==> config.mk <==
export PLATFORM = sky130hd
export DESIGN_NAME = salru_lru
export DESIGN_NICKNAME = d
export VERILOG_FILES = /design/src/assert_macros.svh /design/src/salru_lru.sv
export SDC_FILE = /design/constraint.sdc
export NUM_CORES = 1
export LEC_CHECK = 0
export BUFFER_PORTS_ARGS = -buffer_cell sky130_fd_sc_hd__buf_2
export CAP_MARGIN = 15
export CORE_AREA = 2 2 179 181
export DETAILED_ROUTE_END_ITERATION = 10
export DIE_AREA = 0 0 181 183
export SETUP_SLACK_MARGIN = 0.05
export SYNTH_ARGS = -nofsm -noshare
export SYNTH_HDL_FRONTEND = slang
export SYNTH_SLANG_ARGS = --single-unit
export TNS_END_PERCENT = 1
==> constraint.sdc <==
create_clock -name vclk -period 21.7
set_clock_uncertainty 0.2 [all_clocks]
set_input_delay 6.51 -clock vclk [all_inputs]
set_output_delay 6.51 -clock vclk [all_outputs]
set_load 0.05 [all_outputs]
==> src/assert_macros.svh <==
// Assertion macros used by the RTL of the tag store.
// No dependencies; the checks compile away when SYNTHESIS is defined.
`ifndef ASSERT_MACROS_SVH
`define ASSERT_MACROS_SVH
`ifndef SYNTHESIS
// Property must hold at every rising edge outside reset.
`define ASSERT_CLK(label, clk, rst_n, prop) \
	label: assert property (@(posedge clk) disable iff (!rst_n) (prop)) \
		else $error("assertion failed");
// Expression must never be true at a rising edge outside reset.
`define ASSERT_NEVER(label, clk, rst_n, expr) \
	label: assert property (@(posedge clk) disable iff (!rst_n) !(expr)) \
		else $error("forbidden condition seen");
`else
`define ASSERT_CLK(label, clk, rst_n, prop)
`define ASSERT_NEVER(label, clk, rst_n, expr)
`endif
`endif

==> src/salru_lru.sv <==
// Tag compare and true-LRU rank update of one set row.
// Purely combinational; no dependencies.
module salru_lru #(
	parameter int WAYS   = 4,
	parameter int TAG_W  = 48,
	parameter int RANK_W = 2
) (
	input  logic [TAG_W-1:0]         tag,
	input  logic [WAYS-1:0]          rd_valid,
	input  logic [WAYS*RANK_W-1:0]   rd_rank,
	input  logic [WAYS*TAG_W-1:0]    rd_tag,
	output logic                     miss,
	output logic [WAYS-1:0]          wr_valid,
	output logic [WAYS*RANK_W-1:0]   wr_rank,
	output logic [WAYS*TAG_W-1:0]    wr_tag
);

	localparam logic [RANK_W-1:0] OLDEST = RANK_W'(WAYS - 1);

	logic [WAYS-1:0]   hit_vec;
	logic [RANK_W-1:0] hit_way;
	logic [RANK_W-1:0] free_way;
	logic [RANK_W-1:0] old_way;
	logic [RANK_W-1:0] victim;
	logic [RANK_W-1:0] hit_rank;
	logic [RANK_W-1:0] rank_w;
	logic              any_free;

	always_comb begin
		hit_way  = '0;
		free_way = '0;
		old_way  = '0;
		for (int w = 0; w < WAYS; w++) begin
			hit_vec[w] = rd_valid[w] && (rd_tag[w*TAG_W +: TAG_W] == tag);
		end
		// Lowest matching way and lowest invalid way win.
		for (int w = WAYS - 1; w >= 0; w--) begin
			if (hit_vec[w]) begin
				hit_way = RANK_W'(w);
			end
			if (!rd_valid[w]) begin
				free_way = RANK_W'(w);
			end
		end
		// In a full set the ranks are distinct, so exactly one way is oldest.
		for (int w = 0; w < WAYS; w++) begin
			if (rd_rank[w*RANK_W +: RANK_W] == OLDEST) begin
				old_way = RANK_W'(w);
			end
		end
		any_free = !(&rd_valid);
		miss     = !(|hit_vec);
		victim   = any_free ? free_way : old_way;
		hit_rank = rd_rank[hit_way*RANK_W +: RANK_W];

		wr_valid = rd_valid;
		wr_tag   = rd_tag;
		for (int w = 0; w < WAYS; w++) begin
			rank_w = rd_rank[w*RANK_W +: RANK_W];
			if (!miss) begin
				if (RANK_W'(w) == hit_way) begin
					wr_rank[w*RANK_W +: RANK_W] = '0;
				end else if (rd_valid[w] && (rank_w < hit_rank)) begin
					wr_rank[w*RANK_W +: RANK_W] = rank_w + RANK_W'(1);
				end else begin
					wr_rank[w*RANK_W +: RANK_W] = rank_w;
				end
			end else begin
				if (RANK_W'(w) == victim) begin
					wr_rank[w*RANK_W +: RANK_W] = '0;
					wr_valid[w]                 = 1'b1;
					wr_tag[w*TAG_W +: TAG_W]    = tag;
				end else if (rd_valid[w]) begin
					wr_rank[w*RANK_W +: RANK_W] = rank_w + RANK_W'(1);
				end else begin
					wr_rank[w*RANK_W +: RANK_W] = rank_w;
				end
			end
		end
	end

endmodule
==> results.py <==
metrics = {
    "run_status": {
        "outcome": "complete, no violations",
    },
    "finish": {
        "layout.core_utilization_pct": 28.41,
        "final_layout_size_suffix_gt1_share_pct": 55.11,
        "layout.area.seq_um2": 0,
        "sequential_cell_total": 0,
        "syn2layout_area_growth_pct": 40.50,
        "clock_buffer_count": 0,
        "fillerInstances": 3556,
        "fin_nets": 1471,
        "post-route-cell-area_um2": 8872,
    },
    "timing": {
        "max_slew.worst_pin.slew_ns": 0.9459,
        "timing.final.setup_violations": 0,
        "final-max-slew-violation-count": 0,
        "hold_ws_ns": 13.27,
        "slew_headroom_pct": 36.82,
        "final.period_utilization_pct": 78.37,
        "timing.fmax_ghz": 0.05880,
        "totalNegativeSetupSlack_ns": 0,
        "finalHoldViolCount": 0,
        "unrepaired_setup_endpoints_after_global_routing": "no",
        "final.min_clock_period_ns": 17.01,
    },
    "worst_setup_path": {
        "critical_path.cell_chain": "buf_2 -> xor2_1 -> nor4_1 -> nand4_1 -> nor4_1 -> a2111oi_2 -> nand2_2 -> buf_4 -> mux2_2 -> buf_2",
        "worst_path_max_delay_cell": "nor4_1",
        "criticalPathCategory": "primary input to output pin",
        "timing.critical_path.required_ns": 14.99,
        "worst_path_arrival_time_ns": 10.30,
        "cp_slowest_stage_delay_ns": 0.74,
        "timing.critical_path.fanout_max": 29,
        "crit_path_end_kind": "output pin",
        "startpoint_type": "primary input",
    },
    "floorplanning": {
        "floorplan.rows": 65,
        "pin_count": 457,
        "dieHeight_um": 183,
        "floorplan.initialDensity_pct": 20.22,
        "design.die.area_um2": 33120,
        "placeableCoreArea_um2": 31230,
        "die_w_um": 181,
    },
    "power": {
        "static-leakage-power_uw": 0.003767,
        "switching_power_uw": 221.0,
        "p_per_area_nw_per_um2": 35.19,
        "netSwitchingFraction_pct": 70.79,
        "power.sequential.fraction_pct": 0,
        "intPower_uw": 91.20,
        "clockPowerShare_pct": 0,
        "max_vdd_drop_mv": 0.01670,
        "power.combinational.fraction_pct": 100.0,
    },
    "logic_synthesis": {
        "synth.yosys.seq_area_share_pct": 0,
        "synth_area_um2": 6315,
        "post-synth-top-area-cell": "mux2_2",
        "count_of_warnings_emitted_by_yosys": 0,
        "synth.top_cells.by_area": "mux2_2 (33%), xnor2_1 (15%), xor2_1 (8.3%), nand4_1 (6.0%), nand2b_1 (5.2%)",
        "synth_most_common_cell": "mux2_2",
        "post-synth-top-area-fraction_pct": 32.99,
        "syn-instance-count": 824,
        "yosysUniqueCellTypes": 63,
        "syn_avg_cell_area_um2": 7.664,
        "list_of_most_frequent_post_synthesis_cells": "mux2_2 (185), xnor2_1 (108), nand4_1 (61)",
        "synth.net_count": 1079,
    },
    "drt": {
        "post_drt_via_cell_ratio": 5.301,
        "detail_route.drc_violations": 0,
        "wl_per_cell_um": 27.73,
        "route.vias.total": 8577,
        "dr.pass1.iters": 5,
        "postRouteWirelength_um": 44870,
        "antenna_left": 0,
        "drt_iter0_markers": 639,
    },
    "cts": {
        "number_of_buffers_added_for_setup_after_cts": 0,
        "cts_resized": 0,
        "cts_hold_buffers": 0,
    },
    "grt": {
        "track_usage_pct": 25.10,
        "grt_pass1_wl_um": 60130,
        "grt_max_degree": 52,
        "first_global_vias": 8188,
        "antenna_found_initial": 4,
        "gr-total-overflow": 0,
    },
    "placed_design": {
        "globalplace.congestion": 0.9660,
        "hpwlAfterDp_um": 37940,
        "detailed_place.area_um2": 8867,
        "io_buffer_count": 457,
    },
    "hold_path": {
        "hold_crit_class": "primary input to output pin",
    },
    "job": {
        "drv.max_cap_violation_count": 0,
    },
}
-- layer usage --
metal	vias up	GRT usage [%]	wire, um
met5	-	0	13
met4	2	7.610	1550
met3	66	3.296	3467
met2	511	41.51	20500
met1	4173	33.98	19340
li1	3825	-	-
-- worst paths after layout --
check / cells past startpoint / startpoint / slack (ns) / endpoint
setup / recovery: 10 / tag[20] / 4.69 / wr_tag[107]
hold / removal: 4 / rd_tag[39] / 13.27 / wr_tag[39]
-- placed cells by master (no fill, tap or decap), types with 19 or more instances in the layout --
master	count
buf_2	457
mux2_2	185
xnor2_1	108
nand4_1	61
xor2_1	60
nand2b_1	52
nor4_1	32
nand2_1	28
nand3_1	23
inv_1	22
nor2_1	19
o21ai_0	19
-- layout make-up --
type | instances | area [um2] | share of cell area, %
multi-input combinational | 731 | 5964 | 67.23
timing repair buffer | 461 | 2317 | 26.12
tap | 402 | 503.0 | 5.669
inverter | 22 | 82.58 | 0.9308
antenna | 2 | 5.005 | 0.05641
-- critical path, delay by kind of cell --
kind                      cells  cell delay [ns]
muxes                         1             0.40
buffers and inverters         3             1.00
AOI/OAI and AO/OA             1             0.26
and+or+nand+nor               4             1.94
xor gates and xnor gates      1             0.15
-- power by group through the flow --
stage,combinational [uW],clock [uW],sequential (uW)
global placement,309,0,0
detailed placement,308,0,0
global route,322,0.00000617,0
CTS,309,0,0
floorplan,209,0,0
finish,312,0.0000124,0
-- kinds of logic after synthesis --
| kind of cell | count (synthesis) | synth area share [%] |
|---|---|---|
| muxes | 186 | 33.15 |
| AOI/OAI and AO/OA | 66 | 7.747 |
| xor gates and xnor gates | 168 | 23.30 |
| adders and majority gates | 5 | 0.9511 |
| buffers and inverters | 93 | 5.865 |
| and+or+nand+nor | 306 | 28.99 |
-- per-stage QoR --
stage | worst slack, ns | power (uW) | std cells
3_5_place_dp | 4.748 | 308.1 | 1616
2_1_floorplan | 4.441 | 208.6 | 824
3_3_place_gp | 4.839 | 308.6 | 1616
4_1_cts | 4.748 | 309.5 | 1616
6_report | 4.694 | 312.2 | 1618
5_1_grt | 4.454 | 322.4 | 1617
Note: power is estimated with default switching activity, not from simulation.
